--- src/rtl/core/rmof_pkg.sv ---
// Shared constants and types for the relay on-time supervisor.
package rmof_pkg;

    localparam int NUM_CHANNELS       = 9;
    localparam int EXCLUSIVE_CHANNELS = 7;

    localparam int VALVE_END = 3;
    localparam int DOSER_END = 7;
    localparam int MS_PER_S  = 1000;

    localparam int LIM_W = 16;
    localparam int MS_W  = 26;
    localparam int CH_W  = 4;
    localparam int TIME_W = 32;
    localparam int CFG_IDX_W = 2;

    localparam logic [LIM_W-1:0] VALVE_LIMIT_RST = 16'd600;
    localparam logic [LIM_W-1:0] DOSER_LIMIT_RST = 16'd120;
    localparam logic [LIM_W-1:0] PUMP_LIMIT_RST  = 16'd0;

    localparam logic [CFG_IDX_W-1:0] REG_VALVE_LIMIT = 2'd0;
    localparam logic [CFG_IDX_W-1:0] REG_DOSER_LIMIT = 2'd1;
    localparam logic [CFG_IDX_W-1:0] REG_PUMP_LIMIT  = 2'd2;

    localparam logic [1:0] EV_CMD  = 2'd0;
    localparam logic [1:0] EV_PRE  = 2'd1;
    localparam logic [1:0] EV_FAIL = 2'd2;
    localparam logic [1:0] EV_SCAN = 2'd3;

    typedef struct packed {
        logic            zero;
        logic [MS_W-1:0] ms;
    } t_limit;

endpackage

--- src/rtl/core/rmof_dl_mem.sv ---
// Deadline memory: one write port, one read port with registered read data.
module rmof_dl_mem #(
    parameter int DEPTH = rmof_pkg::NUM_CHANNELS,
    parameter int AW    = 4
) (
    input  logic                          i_clk,
    input  logic                          i_we,
    input  logic [AW-1:0]                 i_waddr,
    input  logic [rmof_pkg::TIME_W-1:0]   i_wdata,
    input  logic                          i_re,
    input  logic [AW-1:0]                 i_raddr,
    output logic [rmof_pkg::TIME_W-1:0]   o_rdata
);

    logic [rmof_pkg::TIME_W-1:0] r_mem [DEPTH];
    logic [rmof_pkg::TIME_W-1:0] r_rdata;

    always_ff @(posedge i_clk) begin
        if (i_we) begin
            r_mem[i_waddr] <= i_wdata;
        end
        if (i_re) begin
            r_rdata <= r_mem[i_raddr];
        end
    end

    assign o_rdata = r_rdata;

endmodule

--- src/rtl/core/rmof_cfg.sv ---
// Limit registers and the registered millisecond span for the addressed channel.
module rmof_cfg (
    input  logic                             i_clk,
    input  logic                             i_rst_n,
    input  logic                             i_cfg_valid,
    input  logic [rmof_pkg::CFG_IDX_W-1:0]   i_cfg_index,
    input  logic [rmof_pkg::LIM_W-1:0]       i_cfg_data,
    input  logic [rmof_pkg::CH_W-1:0]        i_ch,
    output rmof_pkg::t_limit                 o_limit
);

    logic [rmof_pkg::LIM_W-1:0] r_valve;
    logic [rmof_pkg::LIM_W-1:0] r_doser;
    logic [rmof_pkg::LIM_W-1:0] r_pump;
    logic [rmof_pkg::LIM_W-1:0] lim;
    rmof_pkg::t_limit           r_limit;
    rmof_pkg::t_limit           n_limit;

    always_ff @(posedge i_clk) begin
        if (!i_rst_n) begin
            r_valve <= rmof_pkg::VALVE_LIMIT_RST;
            r_doser <= rmof_pkg::DOSER_LIMIT_RST;
            r_pump  <= rmof_pkg::PUMP_LIMIT_RST;
        end else if (i_cfg_valid) begin
            case (i_cfg_index)
                rmof_pkg::REG_VALVE_LIMIT: r_valve <= i_cfg_data;
                rmof_pkg::REG_DOSER_LIMIT: r_doser <= i_cfg_data;
                rmof_pkg::REG_PUMP_LIMIT:  r_pump  <= i_cfg_data;
                default: ;
            endcase
        end
    end

    always_comb begin
        if (5'(i_ch) < 5'(rmof_pkg::VALVE_END)) begin
            lim = r_valve;
        end else if (5'(i_ch) < 5'(rmof_pkg::DOSER_END)) begin
            lim = r_doser;
        end else begin
            lim = r_pump;
        end
        n_limit.zero = (lim == '0);
        n_limit.ms   = rmof_pkg::MS_W'(lim) * rmof_pkg::MS_W'(rmof_pkg::MS_PER_S);
    end

    always_ff @(posedge i_clk) begin
        r_limit <= n_limit;
    end

    assign o_limit = r_limit;

endmodule

--- src/rtl/core/rmof_seq.sv ---
// Command and scan sequencer with relay state, armed bits and the deadline memory.
module rmof_seq #(
    parameter int NUM_CHANNELS       = rmof_pkg::NUM_CHANNELS,
    parameter int EXCLUSIVE_CHANNELS = rmof_pkg::EXCLUSIVE_CHANNELS
) (
    input  logic                           i_clk,
    input  logic                           i_rst_n,
    input  logic                           i_in_valid,
    output logic                           o_in_ready,
    input  logic                           i_req_type,
    input  logic [rmof_pkg::CH_W-1:0]      i_channel,
    input  logic                           i_turn_on,
    input  logic [rmof_pkg::TIME_W-1:0]    i_now_ms,
    output logic [rmof_pkg::CH_W-1:0]      o_ch,
    input  rmof_pkg::t_limit               i_limit,
    output logic                           o_out_valid,
    input  logic                           i_out_ready,
    output logic [1:0]                     o_event_kind,
    output logic [rmof_pkg::CH_W-1:0]      o_report_channel,
    output logic [8:0]                     o_relay_mask,
    output logic                           o_last
);

    localparam int CW  = (NUM_CHANNELS > 1) ? $clog2(NUM_CHANNELS) : 1;
    localparam int GRP = (EXCLUSIVE_CHANNELS < NUM_CHANNELS) ? EXCLUSIVE_CHANNELS
                                                             : NUM_CHANNELS;
    localparam logic [NUM_CHANNELS-1:0] GRP_MASK =
        NUM_CHANNELS'((64'd1 << GRP) - 64'd1);

    localparam logic [2:0] ST_IDLE = 3'd0;
    localparam logic [2:0] ST_CMD  = 3'd1;
    localparam logic [2:0] ST_PRE  = 3'd2;
    localparam logic [2:0] ST_ARM  = 3'd3;
    localparam logic [2:0] ST_SRD  = 3'd4;
    localparam logic [2:0] ST_SEV  = 3'd5;
    localparam logic [2:0] ST_DONE = 3'd6;

    logic [2:0]                   r_state, n_state;
    logic [rmof_pkg::CH_W-1:0]    r_ch, n_ch;
    logic                         r_on, n_on;
    logic [rmof_pkg::TIME_W-1:0]  r_now, n_now;
    logic [CW-1:0]                r_i, n_i;
    logic [NUM_CHANNELS-1:0]      r_relay, n_relay;
    logic [NUM_CHANNELS-1:0]      r_armed, n_armed;

    logic                         r_out_valid, n_out_valid;
    logic [1:0]                   r_out_kind, n_out_kind;
    logic [rmof_pkg::CH_W-1:0]    r_out_ch, n_out_ch;
    logic [8:0]                   r_out_mask, n_out_mask;
    logic                         r_out_last, n_out_last;

    logic                         out_free;
    logic                         emit;
    logic [1:0]                   e_kind;
    logic [rmof_pkg::CH_W-1:0]    e_ch;
    logic                         e_last;
    logic [CW-1:0]                idx;
    logic                         mem_we;
    logic                         mem_re;
    logic [rmof_pkg::TIME_W-1:0]  mem_wdata;
    logic [rmof_pkg::TIME_W-1:0]  mem_rdata;
    logic [rmof_pkg::TIME_W-1:0]  sum;
    logic [rmof_pkg::TIME_W-1:0]  diff;
    logic                         in_acc;

    rmof_dl_mem #(
        .DEPTH (NUM_CHANNELS),
        .AW    (CW)
    ) u_mem (
        .i_clk   (i_clk),
        .i_we    (mem_we),
        .i_waddr (idx),
        .i_wdata (mem_wdata),
        .i_re    (mem_re),
        .i_raddr (r_i),
        .o_rdata (mem_rdata)
    );

    assign idx      = CW'(r_ch);
    assign out_free = !r_out_valid || i_out_ready;
    assign in_acc   = i_in_valid && (r_state == ST_IDLE);
    assign sum      = r_now + rmof_pkg::TIME_W'(i_limit.ms);
    assign mem_wdata = (sum == '0) ? rmof_pkg::TIME_W'(1) : sum;
    assign diff     = r_now - mem_rdata;

    always_comb begin
        n_state = r_state;
        n_ch    = r_ch;
        n_on    = r_on;
        n_now   = r_now;
        n_i     = r_i;
        n_relay = r_relay;
        n_armed = r_armed;
        emit    = 1'b0;
        e_kind  = rmof_pkg::EV_CMD;
        e_ch    = r_ch;
        e_last  = 1'b0;
        mem_we  = 1'b0;
        mem_re  = 1'b0;

        case (r_state)
            ST_IDLE: begin
                if (i_in_valid) begin
                    n_ch    = i_channel;
                    n_on    = i_turn_on;
                    n_now   = i_now_ms;
                    n_i     = '0;
                    n_state = i_req_type ? ST_SRD : ST_CMD;
                end
            end
            ST_CMD: begin
                if (6'(r_ch) >= 6'(NUM_CHANNELS)) begin
                    if (out_free) begin
                        emit    = 1'b1;
                        e_last  = 1'b1;
                        n_state = ST_IDLE;
                    end
                end else if (!r_on) begin
                    if (out_free) begin
                        n_relay[idx] = 1'b0;
                        n_armed[idx] = 1'b0;
                        emit    = 1'b1;
                        e_last  = 1'b1;
                        n_state = ST_IDLE;
                    end
                end else if (6'(r_ch) < 6'(GRP)) begin
                    n_i     = '0;
                    n_state = ST_PRE;
                end else begin
                    n_state = ST_ARM;
                end
            end
            ST_PRE: begin
                if ((r_i != idx) && r_relay[r_i]) begin
                    if (out_free) begin
                        n_relay[r_i] = 1'b0;
                        n_armed[r_i] = 1'b0;
                        emit   = 1'b1;
                        e_kind = rmof_pkg::EV_PRE;
                        e_ch   = rmof_pkg::CH_W'(r_i);
                        if (r_i == CW'(GRP - 1)) begin
                            n_state = ST_ARM;
                        end else begin
                            n_i = r_i + 1'b1;
                        end
                    end
                end else begin
                    if (r_i != idx) begin
                        n_armed[r_i] = 1'b0;
                    end
                    if (r_i == CW'(GRP - 1)) begin
                        n_state = ST_ARM;
                    end else begin
                        n_i = r_i + 1'b1;
                    end
                end
            end
            ST_ARM: begin
                if (out_free) begin
                    n_relay[idx] = 1'b1;
                    n_armed[idx] = !i_limit.zero;
                    mem_we  = !i_limit.zero;
                    emit    = 1'b1;
                    e_last  = 1'b1;
                    n_state = ST_IDLE;
                end
            end
            ST_SRD: begin
                mem_re  = 1'b1;
                n_state = ST_SEV;
            end
            ST_SEV: begin
                if (r_armed[r_i] && !diff[rmof_pkg::TIME_W-1]) begin
                    if (out_free) begin
                        n_relay[r_i] = 1'b0;
                        n_armed[r_i] = 1'b0;
                        emit   = 1'b1;
                        e_kind = rmof_pkg::EV_FAIL;
                        e_ch   = rmof_pkg::CH_W'(r_i);
                        n_state = (r_i == CW'(NUM_CHANNELS - 1)) ? ST_DONE : ST_SRD;
                        n_i     = r_i + 1'b1;
                    end
                end else begin
                    n_state = (r_i == CW'(NUM_CHANNELS - 1)) ? ST_DONE : ST_SRD;
                    n_i     = r_i + 1'b1;
                end
            end
            ST_DONE: begin
                if (out_free) begin
                    emit    = 1'b1;
                    e_kind  = rmof_pkg::EV_SCAN;
                    e_ch    = '0;
                    e_last  = 1'b1;
                    n_state = ST_IDLE;
                end
            end
            default: begin
                n_state = ST_IDLE;
            end
        endcase

        n_out_valid = r_out_valid;
        n_out_kind  = r_out_kind;
        n_out_ch    = r_out_ch;
        n_out_mask  = r_out_mask;
        n_out_last  = r_out_last;
        if (emit) begin
            n_out_valid = 1'b1;
            n_out_kind  = e_kind;
            n_out_ch    = e_ch;
            n_out_mask  = 9'(n_relay);
            n_out_last  = e_last;
        end else if (i_out_ready) begin
            n_out_valid = 1'b0;
        end
    end

    always_ff @(posedge i_clk) begin
        if (!i_rst_n) begin
            r_state     <= ST_IDLE;
            r_relay     <= '0;
            r_armed     <= '0;
            r_out_valid <= 1'b0;
        end else begin
            r_state     <= n_state;
            r_relay     <= n_relay;
            r_armed     <= n_armed;
            r_out_valid <= n_out_valid;
        end
    end

    always_ff @(posedge i_clk) begin
        r_ch       <= n_ch;
        r_on       <= n_on;
        r_now      <= n_now;
        r_i        <= n_i;
        r_out_kind <= n_out_kind;
        r_out_ch   <= n_out_ch;
        r_out_mask <= n_out_mask;
        r_out_last <= n_out_last;
    end

    assign o_in_ready       = (r_state == ST_IDLE);
    assign o_ch             = r_ch;
    assign o_out_valid      = r_out_valid;
    assign o_event_kind     = r_out_kind;
    assign o_report_channel = r_out_ch;
    assign o_relay_mask     = r_out_mask;
    assign o_last           = r_out_last;

    a_exclusive: assert property (@(posedge i_clk) disable iff (!i_rst_n)
        $countones(r_relay & GRP_MASK) <= 1)
        else $error("More than one channel of the exclusive group is on.");

    a_armed_on: assert property (@(posedge i_clk) disable iff (!i_rst_n)
        (r_armed & ~r_relay) == '0)
        else $error("A deadline is armed for a relay that is off.");

    a_busy: assert property (@(posedge i_clk) disable iff (!i_rst_n)
        in_acc |=> (r_state != ST_IDLE))
        else $error("The sequencer stayed idle after an input transfer.");

    a_scan_last: assert property (@(posedge i_clk) disable iff (!i_rst_n)
        (r_out_valid && (r_out_kind == rmof_pkg::EV_SCAN)) |-> r_out_last)
        else $error("A scan-done result is not marked last.");

endmodule

--- src/rtl/core/relay_max_on_failsafe_unit.sv ---
// Relay bank controller with a maximum on-time per channel.
//
// Input stream: one transfer carries a relay command or a time-check request
// (tuser). A command switches one channel; switching on a channel of the
// exclusive group first switches off and reports every other group member
// that is on, then arms the channel's deadline from its class limit if that
// limit is not zero. A time check walks all channels and reports each one
// whose deadline has been reached, then ends with a scan-done result.
// Output stream: one transfer per event, tlast on the final one of an item.
// Configuration: one write transfer sets one limit register.
// Sequence: an off command or an out-of-range channel gives its result from
// the command state; an on command to a group channel walks the exclusive
// group member by member before the arm state. A time check reads and
// compares the deadline memory channel by channel, then gives the scan-done
// result. One item is processed at a time.
// Reset clears all relays and disarms all deadlines at once.
// When the receiver stalls, the pending result is held and the sequencer
// waits; a new input is still accepted while the last result is waiting.
module relay_max_on_failsafe_unit #(
    parameter int NUM_CHANNELS       = rmof_pkg::NUM_CHANNELS,
    parameter int EXCLUSIVE_CHANNELS = rmof_pkg::EXCLUSIVE_CHANNELS
) (
    input  logic        i_clk,
    input  logic        i_rst_n,
    input  logic        i_s_axis_tvalid,
    output logic        o_s_axis_tready,
    input  logic [39:0] i_s_axis_tdata,  // channel[3:0], turn_on[4], now_ms[36:5], zero[39:37]
    input  logic        i_s_axis_tuser,  // req_type[0]
    output logic        o_m_axis_tvalid,
    input  logic        i_m_axis_tready,
    output logic [15:0] o_m_axis_tdata,  // report_channel[3:0], relay_mask[12:4], zero[15:13]
    output logic [1:0]  o_m_axis_tuser,  // event_kind[1:0]
    output logic        o_m_axis_tlast,
    input  logic        i_cfg_valid,
    output logic        o_cfg_ready,
    input  logic [rmof_pkg::CFG_IDX_W-1:0] i_cfg_index,
    input  logic [rmof_pkg::LIM_W-1:0]     i_cfg_data
);

    rmof_pkg::t_limit              limit;
    logic [rmof_pkg::CH_W-1:0]     cur_ch;
    logic [rmof_pkg::CH_W-1:0]     out_ch;
    logic [8:0]                    out_mask;

    rmof_cfg u_cfg (
        .i_clk       (i_clk),
        .i_rst_n     (i_rst_n),
        .i_cfg_valid (i_cfg_valid),
        .i_cfg_index (i_cfg_index),
        .i_cfg_data  (i_cfg_data),
        .i_ch        (cur_ch),
        .o_limit     (limit)
    );

    rmof_seq #(
        .NUM_CHANNELS       (NUM_CHANNELS),
        .EXCLUSIVE_CHANNELS (EXCLUSIVE_CHANNELS)
    ) u_seq (
        .i_clk            (i_clk),
        .i_rst_n          (i_rst_n),
        .i_in_valid       (i_s_axis_tvalid),
        .o_in_ready       (o_s_axis_tready),
        .i_req_type       (i_s_axis_tuser),
        .i_channel        (i_s_axis_tdata[3:0]),
        .i_turn_on        (i_s_axis_tdata[4]),
        .i_now_ms         (i_s_axis_tdata[36:5]),
        .o_ch             (cur_ch),
        .i_limit          (limit),
        .o_out_valid      (o_m_axis_tvalid),
        .i_out_ready      (i_m_axis_tready),
        .o_event_kind     (o_m_axis_tuser),
        .o_report_channel (out_ch),
        .o_relay_mask     (out_mask),
        .o_last           (o_m_axis_tlast)
    );

    assign o_m_axis_tdata = {3'b000, out_mask, out_ch};
    assign o_cfg_ready    = 1'b1;

endmodule
--- config.mk ---
export PLATFORM = sky130hd
export DESIGN_NAME = relay_max_on_failsafe_unit
export DESIGN_NICKNAME = d
export VERILOG_FILES = /design/src/rtl/core/rmof_pkg.sv /design/src/rtl/core/rmof_dl_mem.sv /design/src/rtl/core/rmof_cfg.sv /design/src/rtl/core/rmof_seq.sv /design/src/rtl/core/relay_max_on_failsafe_unit.sv
export SDC_FILE = /design/constraint.sdc
export NUM_CORES = 1
export LEC_CHECK = 0
export BUFFER_PORTS_ARGS = -buffer_cell sky130_fd_sc_hd__buf_2
export CORE_ASPECT_RATIO = 0.5
export CORE_MARGIN = 2
export CORE_UTILIZATION = 60
export DETAILED_ROUTE_END_ITERATION = 7
export MAX_ROUTING_LAYER = met4
export PLACE_DENSITY = 0.86
export REMOVE_ABC_BUFFERS = 1
export SLEW_MARGIN = 20
export SYNTH_ARGS = -nofsm -noshare
export SYNTH_HDL_FRONTEND = slang
export SYNTH_SLANG_ARGS = --single-unit
--- constraint.sdc ---
create_clock -name i_clk -period 7.7 [get_ports i_clk]
set_input_delay 1.54 -clock i_clk [delete_from_list [all_inputs] [get_ports i_clk]]
set_output_delay 1.54 -clock i_clk [all_outputs]
set_load 0.01 [all_outputs]
== After elaboration in Yosys (flattened, before gate mapping) ==
Memories as Yosys holds them, arrays and structs flattened. A register that Yosys moved wholly into a read port is not among the register bits.
Index checks and enable logic that the tools add are counted.

* Register bits after elaboration: 151
* RAM bits: 288
* Input port bits: 64
* Output and inout port bits: 22
* Memories: 1

{| class="wikitable"
|+ Memories
! memory !! depth !! width !! rd ports !! clocked after Yosys merged registers in !! wr ports !! line !! source
|-
| u_seq.u_mem.r_mem || 9 || 32 || 1 || 1 || 1 || rmof_dl_mem.sv:15 || <nowiki>logic [rmof_pkg::TIME_W-1:0] r_mem [DEPTH];</nowiki>
|}

* $add $sub $neg: 3
* Multiply operators: 1
* Magnitude comparators: 8
* Equality and inequality tests: 22
* Muxes and demuxes: 77
* Bitwise operators: 7
* Reduce and logical (&&, ||, !) cells: 23

{| class="wikitable"
|+ Operator list
! kind !! count
|-
| 2-to-1 mux 9 bit || 15
|-
| one-hot mux 9 bit (4 select lines) || 2
|-
| 2-to-1 mux 4 bit || 13
|-
| AND 9 bit || 4
|-
| adder 32 x 26 -> 32 bit || 1
|-
| zero test 32 bit || 1
|-
| 2-to-1 mux 16 bit || 2
|-
| 2-to-1 mux 32 bit || 1
|-
| subtractor 32 bit || 1
|-
| 2-to-1 mux 3 bit || 10
|-
| multiplier 16 x 7 -> 23 bit (second input constant) || 1
|-
| 2-to-1 mux 1 bit || 18
|-
| NOT 9 bit || 2
|-
| one-hot mux 3 bit (6 select lines) || 1
|-
| zero test 16 bit || 1
|-
| one-hot mux 4 bit (4 select lines) || 1
|-
| AND reduction 7 bit || 2
|-
| one-hot mux 4 bit (3 select lines) || 1
|-
| < comparator 4 x 5 -> 1 bit (second input constant) || 2
|-
| 2-to-1 mux 2 bit || 5
|-
| inequality test 2 x 1 -> 1 bit (second input constant) || 5
|-
| bitwise mux 9 bit || 1
|-
| == test 3 bit (second input constant) || 3
|-
| bitwise OR 9 bit || 1
|-
| other kinds (30) || 47
|}

== Depth between registers and ports, before layout ==
Gate-level depths: netlist (run 1).

* Word-level depth: 10
* Depth in mapped cells: 27
* Mapped depth without buffers: 24

== Hierarchy ==
A second synthesis (run 1) with hierarchy kept.

* Cells, all modules: 1,957
* Area, all modules: 24,120.6 sq um

{| class="wikitable"
|+ By module, submodules not included
! module !! instances !! cells each !! area an instance (sq um) !! seq. area each (sq um)
|-
| rmof_dl_mem || 1 || 629 || 12,215.5 || 9,609.2
|-
| rmof_seq || 1 || 719 || 6,352.3 || 2,152.1
|-
| rmof_cfg || 1 || 603 || 5,515.3 || 1,441.4
|-
| relay_max_on_failsafe_unit || 1 || 6 || 37.5 || 0.0
|}

== Worst setup path before layout (run 1) ==
Ideal clock, no wire load.

* Path type: register to register
* From: reg u_seq.r_ch, in the netlist u_seq.o_ch[3]
* To: reg u_cfg.r_limit, in the netlist u_cfg.o_limit[25]
* Arrival time: 6,202 ps
* Slack: 1,426 ps
* Stages on the path, launching flop included: 26
* Buffers on the path: 2
* Period minus slack after synthesis: 6,274 ps
* Cells stage by stage: edfxtp_1 > buf_2 > nand2b_1 > clkbuf_1 > nor2_1 > nor2_2 > mux2i_1 > o21ai_0 > inv_1 > fa_1 > inv_1 > fa_1 > inv_1 > fa_1 > fa_1 > inv_1 > ha_1 > and2_1 > a311o_1 > o311a_1 > nor4_1 > nor3_1 > a31o_2 > a211o_1 > a21oi_1 > xnor2_1

{| class="wikitable"
|+ RTL lines
! what !! line !! source
|-
| from (decl) || rmof_seq.sv:39 || <nowiki>logic [rmof_pkg::CH_W-1:0] r_ch, n_ch;</nowiki>
|-
| from (signal assigned) || rmof_seq.sv:233 || <nowiki>r_ch <= n_ch;</nowiki>
|-
| to (signal assigned) || rmof_cfg.sv:47 || <nowiki>r_limit <= n_limit;</nowiki>
|-
| to (decl) || rmof_cfg.sv:16 || <nowiki>rmof_pkg::t_limit r_limit;</nowiki>
|}

==> flow_summary_export.csv, run 1 <==
group,metric,value,unit
power_and_ir_drop,switching_share,32.84,%
power_and_ir_drop,power_frac_comb,31.3,%
layout,final_util,67.65,%
sta,hold_viol,0,
setup_path,required,8170,ps
power_and_ir_drop,clkPwrFrac,26.5,%
clock_tree,clock-sinks,471,
routing,post_drt_wl_per_cell,22.78,µm
sta,clock_skew,23.05,ps
sta,tightest_slew,1050,ps
synthesis,synth_flop_cell,"edfxtp_1",
global_route,grt_most_used_layer,"met2",
worst_hold_path,holdPathStages,2,
setup_path,r2r_start,"u_seq.o_ch[0]",
synthesis,ys_types,80,
clock_tree,cts_tree,"yes",
setup_path,crit_path_top_delay_cell,"edfxtp_1",
sta,slew_headroom,29.97,%
layout,layout_common_cells,"edfxtp_1 (377), nand2_1 (190), a21oi_1 (144)",
setup_path,r2r_setup_slack,800,ps
global_route,grtUsageMet2,45.50,%
floorplan,core,37720,µm²
worst_hold_path,min-delay-path-class,"register to register",
sta,grt_setup_unrepaired,"no",
clock_tree,cts.root.buffer_cell,"clkbuf_16",
clock_tree,numCtsBuffers,41,
power_and_ir_drop,intPower,5.242,mW
layout,drive_gt1_share,14.40,%
routing,wl,55.23,mm
clock_tree,cts_hold_buffers,0,
layout,nNetsFinal,2101,
setup_path,critical_path_class,"register to register",
global_route,met3_usage,5.203,%
synthesis,yosysWarnings,0,
floorplan,num_rows,50,
layout,nFillCells,2478,
synthesis,ys_seq_area_share,57.05,%
synthesis,syn-cell-area,23140,µm²
outcome,status,"completed",
setup_path,timing.critical_path.fanout_max,12,
synthesis,synthCells,1796,
placed_design,routabilityCongestion,0.9678,
power_and_ir_drop,power_frac_seq,42.3,%
routing,vias_per_cell,6.261,
placed_design,place_ws,946.6,ps
clock_tree,cts-resized-gates,0,
global_route,grt_pass1_wl,84.86,mm
setup_path,ff2ff_path_depth,23,
layout,final_common_cell,"edfxtp_1",
global_route,grt_pass1_vias,15080,
setup_path,crit_path_end_kind,"register",
global_route,antenna_found_initial,1,
global_route,grt_max_degree,77,
global_route,gr-total-overflow,0,
placed_design,dp_hpwl,35.45,mm
worst_hold_path,hold_end,"u_cfg.r_pump[12]",
synthesis,synth-edff-count,377,
power_and_ir_drop,p_per_area,305.9,nW/µm²
sta,drv_slew,0,
worst_hold_path,hp-start,"u_cfg.r_pump[12]",
setup_path,r2r-end,"u_cfg.o_limit[25]",
synthesis,yosys_register_bits,471,
floorplan,die_h,142.9,µm
routing,drt_iter0_drc,1885,
routing,num_vias,15180,
sta,setup_violations,0,
setup_path,critPathTopFamily,"adder cells",
floorplan,die_w,281.8,µm
clock_tree,h-tree-depth,2,
power_and_ir_drop,p_sw,2.563,mW
power_and_ir_drop,vdd_drop_max,217.6,µV
routing,drtPass1Iterations,8,
sta,period_needed,6899,ps
synthesis,syn_area_per_cell,12.89,µm²
sta,max_freq,144.9,MHz
setup_path,cpPeakStageDelay,670,ps
layout,instances_no_fill,2424,
routing,drc,0,
global_route,gr-usage-met1,38.19,%
sta,holdWs,454.7,ps
sta,setup_ws,800.5,ps
floorplan,ios,86,
placed_design,portBuffers,78,
setup_path,worstPathArrival,7370,ps
clock_tree,clk_latency,560,ps
layout,area_delta_synth_final,10.26,%
setup_path,worstSetupStartpointType,"register",
clock_tree,post_cts_buffers,0,
floorplan,die_area,40260,µm²
sta,fin_tns_setup,0,ps
power_and_ir_drop,p_leak,9.626,nW
sta,min_period_over_period,89.60,%
global_route,grt_use_total,28.85,%
clock_tree,cts.clk_slew.worst_paths,70,ps
clock_tree,clk_path_buf_depth,3,
flow_run,max_cap_violations,0,
routing,postRouteAntennaNets,0,
placed_design,dp.cells,2349,
setup_path,path_cells,"nand2_1 -> nor2_1 -> nor2_2 -> mux2i_1 -> nor2_1 -> a21oi_1 -> inv_1 -> ha_1 -> fa_1 -> inv_1 -> fa_1 -> fa_1 -> inv_1 -> ha_1 -> and2_1 -> a311o_1 -> o311a_1 -> nor4_1 -> nor3_1 -> a31o_2 -> a211o_1 -> a21oi_1 -> xnor2_1",
setup_path,cp_num_buf_inv,3,
floorplan,start_util,61.35,%
synthesis,synthArstFlopShare,0,%
-- through the flow --
step | total power [mW] | area (µm²)
after detailed placement | 5.698 | 24200
after global placement | 5.612 | 24200
after global routing | 8.147 | 25520
final | 7.806 | 25520
after floorplan | 5.033 | 22820
after CTS | 7.767 | 25500
-- flip-flops by register name (all words and copies together) (netlist names) --
register                flops
u_seq.u_mem.r_mem         288
u_seq.r_now                32
u_seq.u_mem.o_rdata        32
u_cfg.o_limit              24
u_cfg.r_doser              16
u_cfg.r_pump               16
u_cfg.r_valve              16
u_seq.o_relay_mask          9
u_seq.r_armed               9
u_seq.r_relay               9
u_seq.o_ch                  4
u_seq.o_report_channel      4
u_seq.r_i                   4
u_seq.r_state               3
u_seq.o_event_kind          2
u_seq.o_last                1
u_seq.o_out_valid           1
u_seq.r_on                  1
-- Yosys cell counts (4+ instances only) --
master	number	area, µm²
a2111oi_0	5	43.79
a211oi_1	16	120.1
a21o_1	20	150.1
a21oi_1	144	720.7
a311oi_1	5	43.79
a31o_2	4	35.03
a31oi_1	5	31.28
a32o_1	4	40.04
and2_1	9	56.30
and3_1	9	56.30
buf_1	7	26.28
buf_2	6	30.03
buf_4	4	30.03
clkbuf_1	64	240.2
dfxtp_1	94	1882
edfxtp_1	377	11320
fa_1	50	1001
ha_1	115	1439
inv_1	124	465.5
mux2i_1	52	520.5
mux4_2	67	1509
nand2_1	190	713.2
nand2b_1	15	93.84
nand3_1	25	125.1
nand4_1	8	50.05
nor2_1	76	285.3
nor2b_1	10	62.56
nor3_1	31	155.2
nor3b_1	4	30.03
nor4_1	14	87.58
o211a_1	4	40.04
o211ai_1	5	37.54
o21a_1	18	135.1
o21ai_0	68	340.3
o21ai_1	9	45.04
o21bai_1	5	37.54
o31ai_1	4	30.03
or2_2	7	43.79
or3_1	6	37.54
or4_1	4	30.03
xnor2_1	35	306.5
xor2_1	21	183.9
-- per-layer routing --
layer  part of all wire [%]  vias to the layer above
met5                      0                        -
met3                     10                      154
met4                    3.5                        0
met2                     47                      835
li1                       -                     6761
met1                     39                     7426
-- kinds of logic (layout without fill, tap and decap cells) --
family | count (synthesis) | count (layout) | synth area share [%]
DFF | 471 | 471 | 57.05
and+or+nand+nor | 426 | 426 | 8.558
AOI/OAI and AO/OA | 351 | 351 | 9.494
buffers and inverters | 206 | 311 | 3.438
adders and majority gates | 165 | 165 | 10.54
muxes | 119 | 119 | 8.769
xor gates and xnor gates | 56 | 56 | 2.119
other | 2 | 5 | 0.03245
-- worst max path at each step --
stage	startpoint	slack [ps]	to	depth (start not counted)
floorplan	u_seq.o_ch[2]	160	u_cfg.o_limit[25]	20
global placement	u_seq.o_ch[0]	1040	u_cfg.o_limit[25]	24
detailed placement	u_seq.o_ch[0]	950	u_cfg.o_limit[25]	24
CTS	u_seq.o_ch[0]	860	u_cfg.o_limit[25]	23
global route	u_seq.o_ch[0]	350	u_cfg.o_limit[23]	23
finish	u_seq.o_ch[0]	800	u_cfg.o_limit[25]	23
-- cell type report --
type	count	area, µm²	area share [%]
diodes	1	2.502	0.009806
clock buffers	56	1114	4.364
clock inverters	18	195.2	0.7649
inverters	125	469.2	1.839
multi-input cells	1121	9239	36.20
flip-flops and latches	471	13200	51.74
well taps	520	650.6	2.550
repair buffers	112	645.6	2.530
-- power by group through the flow --
stage          Clock (mW)  Combinational (mW)  Sequential (mW)
3_5_place_dp            0                2.35             3.35
5_1_grt              2.17                2.67             3.31
6_report             2.07                2.44             3.30
3_3_place_gp            0                2.27             3.34
2_1_floorplan           0                1.66             3.37
4_1_cts              2.08                2.39             3.30
-- worst register-to-register path: stages (launching register included) --
cell	delay (ps)
edfxtp_1	670
nand2_1	240
nor2_1	460
nor2_2	210
mux2i_1	200
nor2_1	60
a21oi_1	330
inv_1	220
ha_1	300
fa_1	540
inv_1	60
fa_1	490
fa_1	520
inv_1	50
ha_1	350
and2_1	170
a311o_1	350
o311a_1	310
nor4_1	290
nor3_1	160
a31o_2	300
a211o_1	250
a21oi_1	170
xnor2_1	140
(Power assumes the default switching activity.)
==> run 2: changes to the inputs <==
==> constraint.sdc (replaced) <==
create_clock -name i_clk -period 7.7 [get_ports i_clk]
set_input_delay 0.77 -clock i_clk [delete_from_list [all_inputs] [get_ports i_clk]]
set_output_delay 0.77 -clock i_clk [all_outputs]
set_load 0.01 [all_outputs]
==> run 2 against run 1 <==
Compared with the run above: routed wire length up 0.84%; critical endpoint unchanged; flip-flop and latch count is the same; die area stayed put; combinational power is 2% lower; global-route usage grew 0.26 points.
==> flow_summary_export.csv, run 2 (synthesis results as in run 1) <==
group,metric,value,unit
outcome,status,"completed",
clock_tree,cts_hold_buffers,0,
placed_design,dp_hpwl,35.54,mm
setup_path,crit_path_end_kind,"register",
floorplan,core,37720,µm²
power_and_ir_drop,finalPower,7.789,mW
sta,clock_skew,13.64,ps
placed_design,portBuffers,78,
clock_tree,cts.root.buffer_cell,"clkbuf_16",
placed_design,post_dp_cell_area,24170,µm²
global_route,grt_pass1_wl,85.59,mm
layout,diodes,0,
global_route,met3_usage,4.516,%
setup_path,timing.critical_path.fanout_max,15,
routing,wl,55.69,mm
floorplan,start_util,61.35,%
floorplan,die_h,142.9,µm
floorplan,die_w,281.8,µm
sta,period_needed,6884,ps
power_and_ir_drop,p_per_area,305.5,nW/µm²
routing,vias_per_cell,6.274,
global_route,gr-total-overflow,0,
setup_path,worstSetupStartpointType,"register",
clock_tree,clk_path_buf_depth,3,
layout,nFillCells,2528,
layout,top_register,"u_seq.u_mem.r_mem",
clock_tree,cts.clk_slew.worst_paths,60,ps
sta,min_period_over_period,89.41,%
floorplan,ios,86,
floorplan,num_rows,50,
placed_design,routabilityCongestion,0.9839,
worst_hold_path,min-delay-path-class,"primary input to register",
layout,final_common_cell,"edfxtp_1",
floorplan,die_area,40260,µm²
routing,num_vias,15160,
clock_tree,h-tree-depth,2,
layout,area_delta_synth_final,10.19,%
flow_run,max_cap_violations,0,
layout,drive_gt1_share,14.39,%
power_and_ir_drop,p_sw,2.529,mW
sta,fin_tns_setup,0,ps
global_route,gr-usage-met1,38.57,%
global_route,grt_max_degree,77,
sta,max_freq,145.3,MHz
routing,post_drt_wl_per_cell,23.04,µm
routing,drt_iter0_drc,1588,
layout,layout_common_cells,"edfxtp_1 (377), nand2_1 (190), a21oi_1 (144)",
global_route,grt_use_total,29.11,%
sta,grt_setup_unrepaired,"no",
global_route,antenna_found_initial,0,
power_and_ir_drop,p_leak,9.611,nW
clock_tree,clock-sinks,471,
global_route,grt_pass1_vias,14920,
sta,tightest_slew,1086,ps
clock_tree,numCtsBuffers,41,
clock_tree,cts_tree,"yes",
layout,largest_reg_flops,288,
global_route,grt_most_used_layer,"met2",
routing,drtPass1Iterations,6,
clock_tree,cts-resized-gates,0,
power_and_ir_drop,power_frac_comb,30.8,%
sta,drv_slew,0,
power_and_ir_drop,clkPwrFrac,26.8,%
power_and_ir_drop,vdd_drop_max,200.8,µV
sta,slew_headroom,26.93,%
sta,setup_violations,0,
setup_path,critical_path_class,"register to register",
layout,ff_latch_area,13200,µm²
layout,postLayoutCellArea,25500,µm²
sta,hold_viol,0,
routing,postRouteAntennaNets,0,
setup_path,required,8180,ps
clock_tree,clk_latency,550,ps
layout,multi_input_area,9239,µm²
power_and_ir_drop,power_frac_seq,42.5,%
routing,drc,0,
global_route,grtUsageMet2,46.93,%
power_and_ir_drop,switching_share,32.46,%
clock_tree,post_cts_buffers,0,
setup_path,worstPathArrival,7360,ps
power_and_ir_drop,intPower,5.261,mW
layout,nNetsFinal,2098,
[run 2: power by group through the flow]
stage          clock network (mW)  registers, mW  logic (mW)
2_1_floorplan                   0           3.37        1.66
3_3_place_gp                    0           3.35        2.26
3_5_place_dp                    0           3.36        2.33
4_1_cts                      2.10           3.30        2.36
5_1_grt                      2.19           3.32        2.64
6_report                     2.08           3.31        2.40
[run 2: through the flow]
step / instances / hold WS [ps] / utilization [%] / worst slack [ps]
6_report: 2417 / 391.0 / 67.60 / 815.7
5_1_grt: 2417 / 378.7 / 67.60 / 313.9
4_1_cts: 2417 / 377.1 / 67.57 / 831.9
3_5_place_dp: 2346 / 446.1 / 64.08 / 861.6
3_3_place_gp: 2346 / 440.7 / 64.08 / 967.7
2_1_floorplan: 1717 / 435.7 / - / 161.0
[run 2: worst paths after layout]
| kind | cells past startpoint | start | endpoint | slack [ps] |
|---|---|---|---|---|
| min reg2reg | 2 | u_cfg.r_pump[5] | u_cfg.r_pump[5] | 460 |
| min | 1 | i_s_axis_tdata[20] | u_seq.r_now[15] | 390 |
| max reg2reg | 24 | u_seq.o_ch[3] | u_cfg.o_limit[25] | 820 |
| max | 24 | u_seq.o_ch[3] | u_cfg.o_limit[25] | 820 |
[run 2: final cells by class]
type	count	share of cell area, %
clock buffers	53	4.279
well taps	520	2.551
multi-input cells	1121	36.23
repair buffers	109	2.443
inverters	125	1.840
flip-flops and latches	471	51.77
clock inverters	18	0.8832
[run 2: layer usage]
layer / share of wire (%) / wire, µm
met5: 0 / 0
met1: 40 / 22250
met4: 3.3 / 1838
met3: 8.6 / 4801
met2: 48 / 26800
[run 2: worst max-delay path, cell delays in order (launching register included)]
cell and delay, ps:
edfxtp_1 320, buf_4 230, nand2b_1 340, nor2_1 210
nor2_2 470, mux2i_1 240, nor2_1 50, a21oi_1 320
inv_1 230, ha_1 300, fa_1 550, inv_1 60
fa_1 490, fa_1 510, inv_1 40, ha_1 330
and2_1 160, a311o_1 350, o311a_1 310, nor4_1 270
nor3_1 160, a31o_2 300, a211o_1 250, a21oi_1 170
xnor2_1 130
